[src/rtl/masked_weighted_mean_abs_distance_defines.svh]
// Assertion macros for the masked weighted mean absolute distance block.
// Used by the top level only; needs no package.
`ifndef MASKED_WEIGHTED_MEAN_ABS_DISTANCE_DEFINES_SVH
`define MASKED_WEIGHTED_MEAN_ABS_DISTANCE_DEFINES_SVH

// Check that the consequent holds in the same cycle as the antecedent.
`define MWMAD_ASSERT_SAME(label, clk, rstn, ante, cons, msg) \
    label: assert property (@(posedge clk) disable iff (!(rstn)) (ante) |-> (cons)) \
        else $error(msg);

// Check that the consequent holds in the cycle after the antecedent.
`define MWMAD_ASSERT_NEXT(label, clk, rstn, ante, cons, msg) \
    label: assert property (@(posedge clk) disable iff (!(rstn)) (ante) |=> (cons)) \
        else $error(msg);

`endif

[src/rtl/mwmad_pkg.sv]
// Shared types and constants of the masked weighted mean absolute distance block.
// No dependencies; the queue, front, back and top-level files import this package.
`default_nettype none

package mwmad_pkg;

    // Field widths
    localparam int SCORE_W  = 32;
    localparam int WEIGHT_W = 16;
    localparam int DIFF_W   = 32;
    localparam int PROD_W   = DIFF_W + WEIGHT_W;
    localparam int WSUM_W   = 64;
    localparam int WTSUM_W  = 27;
    localparam int COUNT_W  = 11;
    localparam int DIST_W   = 31;
    localparam int FRAC_W   = 16;

    // Reset value of the missing-value floor: -9999.0 in Q16.16
    localparam logic signed [SCORE_W-1:0] FLOOR_RESET = 32'shD8F1_0000;

    // Depth of the queue between accumulation and division
    localparam int QUEUE_DEPTH = 2;

    // One input request
    typedef struct packed {
        logic signed [SCORE_W-1:0] a_score;
        logic signed [SCORE_W-1:0] b_score;
        logic [WEIGHT_W-1:0]       weight;
        logic                      last;
    } in_item_t;

    // One result
    typedef struct packed {
        logic [DIST_W-1:0] distance;
        logic              no_data;
    } out_item_t;

    // Accumulator snapshot of one finished vector
    typedef struct packed {
        logic [WSUM_W-1:0]  weighted_sum;
        logic [WTSUM_W-1:0] weight_sum;
        logic [COUNT_W-1:0] element_count;
    } snap_t;

endpackage

`default_nettype wire

[src/rtl/mwmad_queue.sv]
// Short FIFO of accumulator snapshots between the front and the divider.
// Depends on mwmad_pkg for the snapshot type.
`default_nettype none

module mwmad_queue #(
    parameter int DEPTH = mwmad_pkg::QUEUE_DEPTH
) (
    input  wire                 aclk,
    input  wire                 aresetn,
    input  wire                 push_valid,
    output logic                push_ready,
    input  mwmad_pkg::snap_t    push_data,
    output logic                pop_valid,
    input  wire                 pop_ready,
    output mwmad_pkg::snap_t    pop_data
);
    import mwmad_pkg::*;

    localparam int PTR_W = (DEPTH > 1) ? $clog2(DEPTH) : 1;
    localparam int CNT_W = $clog2(DEPTH + 1);

    snap_t              slots_reg [DEPTH];
    logic [PTR_W-1:0]   wr_ptr_reg, wr_ptr_next;
    logic [PTR_W-1:0]   rd_ptr_reg, rd_ptr_next;
    logic [CNT_W-1:0]   fill_reg, fill_next;
    logic               do_push, do_pop;

    assign push_ready = (fill_reg != CNT_W'(DEPTH));
    assign pop_valid  = (fill_reg != '0);
    assign pop_data   = slots_reg[rd_ptr_reg];
    assign do_push    = push_valid && push_ready;
    assign do_pop     = pop_valid && pop_ready;

    // Advance pointers and fill level
    always_comb begin
        wr_ptr_next = wr_ptr_reg;
        rd_ptr_next = rd_ptr_reg;
        fill_next   = fill_reg;
        if (do_push) begin
            wr_ptr_next = (wr_ptr_reg == PTR_W'(DEPTH - 1)) ? '0 : wr_ptr_reg + 1'b1;
        end
        if (do_pop) begin
            rd_ptr_next = (rd_ptr_reg == PTR_W'(DEPTH - 1)) ? '0 : rd_ptr_reg + 1'b1;
        end
        if (do_push && !do_pop) begin
            fill_next = fill_reg + 1'b1;
        end else if (!do_push && do_pop) begin
            fill_next = fill_reg - 1'b1;
        end
    end

    always_ff @(posedge aclk) begin
        if (!aresetn) begin
            wr_ptr_reg <= '0;
            rd_ptr_reg <= '0;
            fill_reg   <= '0;
        end else begin
            wr_ptr_reg <= wr_ptr_next;
            rd_ptr_reg <= rd_ptr_next;
            fill_reg   <= fill_next;
        end
    end

    // Store pushed snapshots
    always_ff @(posedge aclk) begin
        if (do_push) begin
            slots_reg[wr_ptr_reg] <= push_data;
        end
    end

endmodule

`default_nettype wire

[src/rtl/mwmad_front.sv]
// Front part: accepts score requests, masks missing pairs, multiplies and accumulates.
// Pushes one accumulator snapshot per vector; depends on mwmad_pkg.
`default_nettype none

module mwmad_front (
    input  wire                                    aclk,
    input  wire                                    aresetn,
    input  wire signed [mwmad_pkg::SCORE_W-1:0]    missing_floor,
    input  wire                                    s_valid,
    output logic                                   s_ready,
    input  mwmad_pkg::in_item_t                    s_item,
    output logic                                   push_valid,
    input  wire                                    push_ready,
    output mwmad_pkg::snap_t                       push_data
);
    import mwmad_pkg::*;

    logic                       adv;

    // Stage 1: captured request
    logic                       p1_valid_reg;
    in_item_t                   p1_item_reg;

    // Stage 2: masked absolute difference
    logic                       p2_valid_reg;
    logic                       p2_last_reg;
    logic [DIFF_W-1:0]          p2_diff_reg, p2_diff_next;
    logic [WEIGHT_W-1:0]        p2_weight_reg, p2_weight_next;
    logic                       used;
    logic signed [SCORE_W:0]    diff_full;
    logic signed [SCORE_W:0]    diff_abs;

    // Stage 3: weighted product
    logic                       p3_valid_reg;
    logic                       p3_last_reg;
    logic [PROD_W-1:0]          p3_prod_reg, p3_prod_next;
    logic [WEIGHT_W-1:0]        p3_weight_reg;

    // Accumulators
    logic [WSUM_W-1:0]          wsum_reg, wsum_next;
    logic [WTSUM_W-1:0]         wtsum_reg, wtsum_next;
    logic [COUNT_W-1:0]         count_reg, count_next;
    logic [WSUM_W:0]            wsum_add;
    logic [WTSUM_W:0]           wtsum_add;
    logic [WSUM_W-1:0]          wsum_sat;
    logic [WTSUM_W-1:0]         wtsum_sat;
    logic [COUNT_W-1:0]         count_sat;

    // Stall the whole pipe only while a finished vector waits for queue space
    assign adv        = !(p3_valid_reg && p3_last_reg && !push_ready);
    assign s_ready    = adv;
    assign push_valid = p3_valid_reg && p3_last_reg;

    // Mask missing pairs and take the absolute difference
    always_comb begin
        used      = ($signed(p1_item_reg.a_score) >= missing_floor) &&
                    ($signed(p1_item_reg.b_score) >= missing_floor);
        diff_full = $signed({p1_item_reg.a_score[SCORE_W-1], p1_item_reg.a_score}) -
                    $signed({p1_item_reg.b_score[SCORE_W-1], p1_item_reg.b_score});
        diff_abs  = diff_full[SCORE_W] ? -diff_full : diff_full;
        p2_diff_next   = diff_abs[DIFF_W-1:0];
        p2_weight_next = used ? p1_item_reg.weight : '0;
    end

    // Weight the difference
    assign p3_prod_next = p2_diff_reg * p2_weight_reg;

    // Saturating accumulation
    always_comb begin
        wsum_add  = {1'b0, wsum_reg} + {{(WSUM_W + 1 - PROD_W){1'b0}}, p3_prod_reg};
        wtsum_add = {1'b0, wtsum_reg} + {{(WTSUM_W + 1 - WEIGHT_W){1'b0}}, p3_weight_reg};
        wsum_sat  = wsum_add[WSUM_W] ? '1 : wsum_add[WSUM_W-1:0];
        wtsum_sat = wtsum_add[WTSUM_W] ? '1 : wtsum_add[WTSUM_W-1:0];
        count_sat = (count_reg == '1) ? count_reg : count_reg + 1'b1;

        push_data.weighted_sum  = wsum_sat;
        push_data.weight_sum    = wtsum_sat;
        push_data.element_count = count_sat;

        wsum_next  = wsum_reg;
        wtsum_next = wtsum_reg;
        count_next = count_reg;
        if (p3_valid_reg && adv) begin
            if (p3_last_reg) begin
                wsum_next  = '0;
                wtsum_next = '0;
                count_next = '0;
            end else begin
                wsum_next  = wsum_sat;
                wtsum_next = wtsum_sat;
                count_next = count_sat;
            end
        end
    end

    // Control state
    always_ff @(posedge aclk) begin
        if (!aresetn) begin
            p1_valid_reg <= 1'b0;
            p2_valid_reg <= 1'b0;
            p3_valid_reg <= 1'b0;
            wsum_reg     <= '0;
            wtsum_reg    <= '0;
            count_reg    <= '0;
        end else begin
            if (adv) begin
                p1_valid_reg <= s_valid;
                p2_valid_reg <= p1_valid_reg;
                p3_valid_reg <= p2_valid_reg;
            end
            wsum_reg  <= wsum_next;
            wtsum_reg <= wtsum_next;
            count_reg <= count_next;
        end
    end

    // Payload stages, held on stall
    always_ff @(posedge aclk) begin
        if (adv) begin
            p1_item_reg   <= s_item;
            p2_diff_reg   <= p2_diff_next;
            p2_weight_reg <= p2_weight_next;
            p2_last_reg   <= p1_item_reg.last;
            p3_prod_reg   <= p3_prod_next;
            p3_weight_reg <= p2_weight_reg;
            p3_last_reg   <= p2_last_reg;
        end
    end

endmodule

`default_nettype wire

[src/rtl/mwmad_back.sv]
// Back part: divides each snapshot's weighted sum by its weight sum, one bit a cycle.
// Saturates the quotient and drives the result register; depends on mwmad_pkg.
`default_nettype none

module mwmad_back (
    input  wire                     aclk,
    input  wire                     aresetn,
    input  wire                     pop_valid,
    output logic                    pop_ready,
    input  mwmad_pkg::snap_t        pop_data,
    output logic                    m_valid,
    input  wire                     m_ready,
    output mwmad_pkg::out_item_t    m_item
);
    import mwmad_pkg::*;

    localparam int STEP_W = $clog2(WSUM_W);

    localparam logic [1:0] ST_IDLE = 2'd0;
    localparam logic [1:0] ST_DIV  = 2'd1;
    localparam logic [1:0] ST_HOLD = 2'd2;

    logic [1:0]             state_reg, state_next;
    logic [STEP_W-1:0]      step_reg, step_next;
    logic [WSUM_W-1:0]      dvd_reg, dvd_next;
    logic [WTSUM_W-1:0]     rem_reg, rem_next;
    logic [WTSUM_W-1:0]     dvs_reg, dvs_next;
    logic                   out_valid_reg, out_valid_next;
    out_item_t              out_item_reg, out_item_next;

    logic                   slot_free;
    logic                   no_data;
    logic                   do_pop;
    logic [WTSUM_W:0]       rem_shift;
    logic [WTSUM_W:0]       rem_sub;
    logic                   q_bit;

    assign slot_free = !out_valid_reg || m_ready;
    assign no_data   = (pop_data.weight_sum == '0);
    assign pop_ready = (state_reg == ST_IDLE) && (!no_data || slot_free);
    assign do_pop    = pop_valid && pop_ready;
    assign m_valid   = out_valid_reg;
    assign m_item    = out_item_reg;

    // One restoring division step
    always_comb begin
        rem_shift = {rem_reg, dvd_reg[WSUM_W-1]};
        rem_sub   = rem_shift - {1'b0, dvs_reg};
        q_bit     = (rem_shift >= {1'b0, dvs_reg});
    end

    // Sequence pop, divide and hand-off
    always_comb begin
        state_next     = state_reg;
        step_next      = step_reg;
        dvd_next       = dvd_reg;
        rem_next       = rem_reg;
        dvs_next       = dvs_reg;
        out_item_next  = out_item_reg;
        out_valid_next = out_valid_reg && !m_ready;
        case (state_reg)
            ST_IDLE: begin
                if (do_pop) begin
                    if (no_data) begin
                        out_item_next.distance = {{(DIST_W - COUNT_W - FRAC_W){1'b0}},
                                                  pop_data.element_count, {FRAC_W{1'b0}}};
                        out_item_next.no_data  = 1'b1;
                        out_valid_next         = 1'b1;
                    end else begin
                        dvd_next   = pop_data.weighted_sum;
                        dvs_next   = pop_data.weight_sum;
                        rem_next   = '0;
                        step_next  = '0;
                        state_next = ST_DIV;
                    end
                end
            end
            ST_DIV: begin
                rem_next  = q_bit ? rem_sub[WTSUM_W-1:0] : rem_shift[WTSUM_W-1:0];
                dvd_next  = {dvd_reg[WSUM_W-2:0], q_bit};
                step_next = step_reg + 1'b1;
                if (step_reg == STEP_W'(WSUM_W - 1)) begin
                    state_next = ST_HOLD;
                end
            end
            ST_HOLD: begin
                if (slot_free) begin
                    out_item_next.distance = (|dvd_reg[WSUM_W-1:DIST_W]) ? '1
                                                                         : dvd_reg[DIST_W-1:0];
                    out_item_next.no_data  = 1'b0;
                    out_valid_next         = 1'b1;
                    state_next             = ST_IDLE;
                end
            end
            default: begin
                state_next = ST_IDLE;
            end
        endcase
    end

    always_ff @(posedge aclk) begin
        if (!aresetn) begin
            state_reg     <= ST_IDLE;
            step_reg      <= '0;
            out_valid_reg <= 1'b0;
        end else begin
            state_reg     <= state_next;
            step_reg      <= step_next;
            out_valid_reg <= out_valid_next;
        end
    end

    // Divider datapath and result payload
    always_ff @(posedge aclk) begin
        dvd_reg      <= dvd_next;
        rem_reg      <= rem_next;
        dvs_reg      <= dvs_next;
        out_item_reg <= out_item_next;
    end

endmodule

`default_nettype wire

[src/rtl/masked_weighted_mean_abs_distance.sv]
// Top level of the masked weighted mean absolute distance block.
// Instantiates mwmad_front, mwmad_queue and mwmad_back; uses mwmad_pkg and the defines header.
//
// Usage:
//   s_valid/s_ready/s_item carry one score pair and weight per request; s_item.last
//   closes a vector. m_valid/m_ready/m_item return one result per vector.
//   cfg_we/cfg_wdata write the missing-value floor; write it only while idle.
// Throughput: one request per cycle while s_ready is high. Each vector with data
//   passes through the divider as a pop, 64 one-bit restoring steps and a hand-off;
//   a vector without data is handed off directly at the pop. Two finished vectors queue
//   between front and divider, so shorter vectors stall s_ready only once the queue fills.
// Path: the last request passes stages p1, p2 and p3 and the queue; with weight it then
//   goes through the divider to the result register, without weight straight to it.
// Reset: aresetn (synchronous, active low) clears accumulators, queue, divider state and
//   result valid flag, and sets the floor to -9999.0.
// Stall: while m_ready is low the result holds in its register; the divider and
//   queue fill, and the front then holds s_ready low until space frees.
`default_nettype none
`include "masked_weighted_mean_abs_distance_defines.svh"

module masked_weighted_mean_abs_distance #(
    parameter int QUEUE_DEPTH = mwmad_pkg::QUEUE_DEPTH
) (
    input  wire                                    aclk,
    input  wire                                    aresetn,
    input  wire                                    cfg_we,
    input  wire signed [mwmad_pkg::SCORE_W-1:0]    cfg_wdata,
    input  wire                                    s_valid,
    output logic                                   s_ready,
    input  mwmad_pkg::in_item_t                    s_item,
    output logic                                   m_valid,
    input  wire                                    m_ready,
    output mwmad_pkg::out_item_t                   m_item
);
    import mwmad_pkg::*;

    logic signed [SCORE_W-1:0]  floor_reg;
    logic                       q_push_valid, q_push_ready;
    snap_t                      q_push_data;
    logic                       q_pop_valid, q_pop_ready;
    snap_t                      q_pop_data;

    // Missing-value floor register
    always_ff @(posedge aclk) begin
        if (!aresetn) begin
            floor_reg <= FLOOR_RESET;
        end else if (cfg_we) begin
            floor_reg <= cfg_wdata;
        end
    end

    mwmad_front u_front (
        .aclk          (aclk),
        .aresetn       (aresetn),
        .missing_floor (floor_reg),
        .s_valid       (s_valid),
        .s_ready       (s_ready),
        .s_item        (s_item),
        .push_valid    (q_push_valid),
        .push_ready    (q_push_ready),
        .push_data     (q_push_data)
    );

    mwmad_queue #(
        .DEPTH (QUEUE_DEPTH)
    ) u_queue (
        .aclk       (aclk),
        .aresetn    (aresetn),
        .push_valid (q_push_valid),
        .push_ready (q_push_ready),
        .push_data  (q_push_data),
        .pop_valid  (q_pop_valid),
        .pop_ready  (q_pop_ready),
        .pop_data   (q_pop_data)
    );

    mwmad_back u_back (
        .aclk      (aclk),
        .aresetn   (aresetn),
        .pop_valid (q_pop_valid),
        .pop_ready (q_pop_ready),
        .pop_data  (q_pop_data),
        .m_valid   (m_valid),
        .m_ready   (m_ready),
        .m_item    (m_item)
    );

    // A finished vector blocked by a full queue must stall the input
    `MWMAD_ASSERT_SAME(a_full_queue_stalls, aclk, aresetn,
        q_push_valid && !q_push_ready, !s_ready, "input accepted while snapshot is blocked")

    // A snapshot without weight turns into a no-data result in the next cycle
    `MWMAD_ASSERT_NEXT(a_no_data_result, aclk, aresetn,
        q_pop_valid && q_pop_ready && (q_pop_data.weight_sum == '0),
        m_valid && m_item.no_data, "no-data snapshot did not reach the result register")

    // A no-data result carries a whole element count
    `MWMAD_ASSERT_SAME(a_no_data_count, aclk, aresetn,
        m_valid && m_item.no_data, m_item.distance[FRAC_W-1:0] == '0,
        "no-data result has a fractional part")

endmodule

`default_nettype wire
[config.mk]
export PLATFORM = sky130hd
export DESIGN_NAME = masked_weighted_mean_abs_distance
export DESIGN_NICKNAME = d
export VERILOG_FILES = /design/src/rtl/mwmad_pkg.sv /design/src/rtl/mwmad_queue.sv /design/src/rtl/mwmad_front.sv /design/src/rtl/mwmad_back.sv /design/src/rtl/masked_weighted_mean_abs_distance.sv
export VERILOG_INCLUDE_DIRS = /design/src /design/src/rtl
export SDC_FILE = /design/constraint.sdc
export NUM_CORES = 2
export LEC_CHECK = 0
export BUFFER_PORTS_ARGS = -buffer_cell sky130_fd_sc_hd__buf_2
export CELL_PAD_IN_SITES_DETAIL_PLACEMENT = 1
export CELL_PAD_IN_SITES_GLOBAL_PLACEMENT = 1
export CORE_MARGIN = 2
export CORE_UTILIZATION = 55
export CTS_CLUSTER_SIZE = 40
export DETAILED_ROUTE_END_ITERATION = 10
export PLACE_DENSITY = 0.95
export SYNTH_ARGS = -nofsm -noshare
export SYNTH_HDL_FRONTEND = slang
export SYNTH_SLANG_ARGS = --single-unit
[constraint.sdc]
create_clock -name aclk -period 22.1 [get_ports aclk]
set_clock_uncertainty 0.2 [all_clocks]
set_input_delay 3.315 -clock aclk [delete_from_list [all_inputs] [get_ports aclk]]
set_output_delay 3.315 -clock aclk [all_outputs]
set_load 0.05 [all_outputs]
==> impl_metrics.tcl <==
set metrics [dict create \
    maxCapViolations 0 \
    die_x_um 307.1 \
    synthDistinctLibCells 81 \
    cts_buffers 78 \
    cp-end-kind "flip-flop" \
    fmax_mhz 116.5 \
    firstDrtPassIters 6 \
    reg2reg_to "u_front.p3_prod_reg[46]" \
    yosysWarningCount 0 \
    grt_use_total_pct 35.91 \
    post_cts_resized 0 \
    viasPerCell 6.392 \
    finalWeightedCongestion 0.9198 \
    critPathKind "flip-flop to flip-flop" \
    final_area_mm2 0.05525 \
    wl_met2_um 84540 \
    syn_inst 4869 \
    synth_ff_type "edfxtp_1" \
    antenna_found_initial 2 \
    placed_area_mm2 0.05238 \
    synth_nets 5720 \
    rsz0062_at_grt "no" \
    routed_wirelength_um 168300 \
    dieArea_mm2 0.09433 \
    cts_num_sinks 700 \
    die_h_um 307.1 \
    clk_pin_slew_ns 0.07 \
    cp_data_required_time_ns 22.35 \
    tns_ns 0 \
    drv_slew 0 \
    core_area_mm2 0.09139 \
    crit_arrival_ns 8.84 \
    synth-async-reset-ratio_pct 0 \
    hold_viol 0 \
    nets 5789 \
    reg2reg_slack_ns 13.51 \
    initial_core_util_pct 55.30 \
    m1WireLength_um 59290 \
    cts_hold_buf 0 \
    r2r_start "u_front.p2_diff_reg[14]" \
    fp-row-count 111 \
    max_slew.worst_pin.slew_ns 1.206 \
    finalCritPeriodShare_pct 38.85 \
    fill_cells 9717 \
    cts_htree_levels 3 \
    ios 152 \
    grt_pass1_vias 44460 \
    outcome "finished clean" \
    insertion_delay_ns 0.73 \
    largest_reg_flops 204 \
    wl_per_cell_um 27.18 \
    grt_max_degree 165 \
    drive_gt1_share_pct 8.193 \
    via_count 39570 \
    r2r_cells 21 \
    post-route-min-period_ns 8.587 \
    dp_hpwl_um 114100 \
    io_buffers 151 \
    cp-endpoint "u_front.p3_prod_reg[46]" \
    wl_met3_um 11680 \
    postCtsSetupRepairBufs 0 \
    cp_max_fo 16 \
    overflow 0 \
    startpoint_type "flip-flop" \
    drtIter0Drc 3688 \
    syn_to_final_growth_pct 9.319 \
    syn_avg_cell_area_um2 10.38 \
    worstHoldPathType "flip-flop to flip-flop" \
    cts_tree "yes" \
    cts_buffer_depth 3 \
    cp-startpoint "u_front.p2_diff_reg[14]" \
    ys_seq_elements 700 \
    synth_edf_count 549 \
    drt.antenna.violating_nets 0 \
    drc 0 \
    yosysSeqAreaShare_pct 38.60 \
    setup_viol 0 \
    relSlewSlack_pct 19.58 \
    root_buffer "clkbuf_16" \
    top_layer_used "met5" \
    grt_pass1_wl_um 259800 \
    synth.cell_area_mm2 0.05054 \
]
==> through the flow <==
stage                     setup slack (ns)  hold WS, ns  instances  utilization, %
after floorplan                      12.98       0.2003       4869               -
after global placement               14.16       0.2064       6044           57.32
after detailed placement             13.69       0.2325       6044           57.32
after CTS                            13.65       0.2647       6190           60.45
after global routing                 13.32       0.2669       6190           60.45
final                                13.51       0.2580       6191           60.45
==> layout by cell type (no fill, tap or decap), types with 67 or more instances in the layout <==
cell type  Yosys  routed
dfxtp_1      151     150
clkbuf_16      0      78
a21o_1       126     126
nor2b_1       69      68
inv_1        613     613
o21ai_0      204     204
nand2_1      623     622
nor2_1       181     181
fa_1         422     422
a21oi_1      218     218
ha_1         311     311
and2_1       254     251
edfxtp_1     549     549
buf_2          1     151
mux2i_1      104     104
xnor2_1      119     119
a22o_1        67      67
==> layer usage <==
| metal | vias to the layer above | track usage [%] |
|---|---|---|
| met4 | 4 | 24.41 |
| li1 | 16630 | - |
| met2 | 2205 | 63.02 |
| met5 | - | 0 |
| met3 | 814 | 6.285 |
| met1 | 19920 | 39.81 |
==> cells in the mapped netlist (all sizes together), types with 126 or more instances <==
cell type  count  area (um2)
fa           422        8448
a21oi        218        1091
ha           311        3891
edfxtp       549       16490
o21ai        206        1031
nand2        623        2338
and2         255        1595
clkbuf       200       750.7
dfxtp        151        3023
inv          613        2301
a21o         126       945.9
nor2         181       679.4
==> worst min path at each step <==
| stage | slack [ns] | cells after the start | to | startpoint |
|---|---|---|---|---|
| finish | 0.26 | 0 | u_front.p2_last_reg | u_front.p1_item_reg[0] |
| global route | 0.27 | 0 | u_front.p3_last_reg | u_front.p2_last_reg |
| CTS | 0.26 | 0 | u_front.p3_last_reg | u_front.p2_last_reg |
| detailed placement | 0.23 | 0 | u_front.p3_last_reg | u_front.p2_last_reg |
| global placement | 0.21 | 0 | u_front.p3_last_reg | u_front.p2_last_reg |
| floorplan | 0.20 | 0 | u_front.p2_last_reg | u_front.p1_item_reg[0] |
==> cell families after synthesis <==
kind of cell / after synthesis / synth area share (%)
AND/OR/NAND/NOR: 1441 / 13.83
AO/OA/AOI/OAI: 854 / 11.00
buffers and inverters: 818 / 6.093
adder cells (fa/ha/maj): 733 / 24.42
flip-flops: 700 / 38.60
XOR/XNOR: 186 / 3.253
multiplexers: 137 / 2.795
==> layout make-up <==
type                       instances  area (um2)  area share [%]
multi-input combinational       3351       27990           50.66
sequential                       700       19510           35.32
inverter                         613        2301           4.165
clock buffer                      99        2151           3.893
tap                             1186        1484           2.686
timing repair buffer             194        1091           1.975
clock inverter                    47       714.4           1.293
antenna                            1       2.502        0.004530
==> worst max-delay path: stages (launching register included) <==
cell	delay, ns
edfxtp_1	0.90
nand2_1	0.19
fa_1	0.60
inv_1	0.07
fa_1	0.54
fa_1	0.48
fa_1	0.55
fa_1	0.56
inv_1	0.07
fa_1	0.68
inv_1	0.13
ha_1	0.43
a21o_1	0.21
a21o_1	0.17
a21oi_1	0.19
nor2b_1	0.09
nor2_1	0.14
o21ai_0	0.35
a2111oi_0	0.94
o31ai_1	0.33
a221oi_1	0.39
xnor2_1	0.10
Power is not shown: default switching activity piles up to over one toggle a cycle in this logic, so the estimate is an artifact.
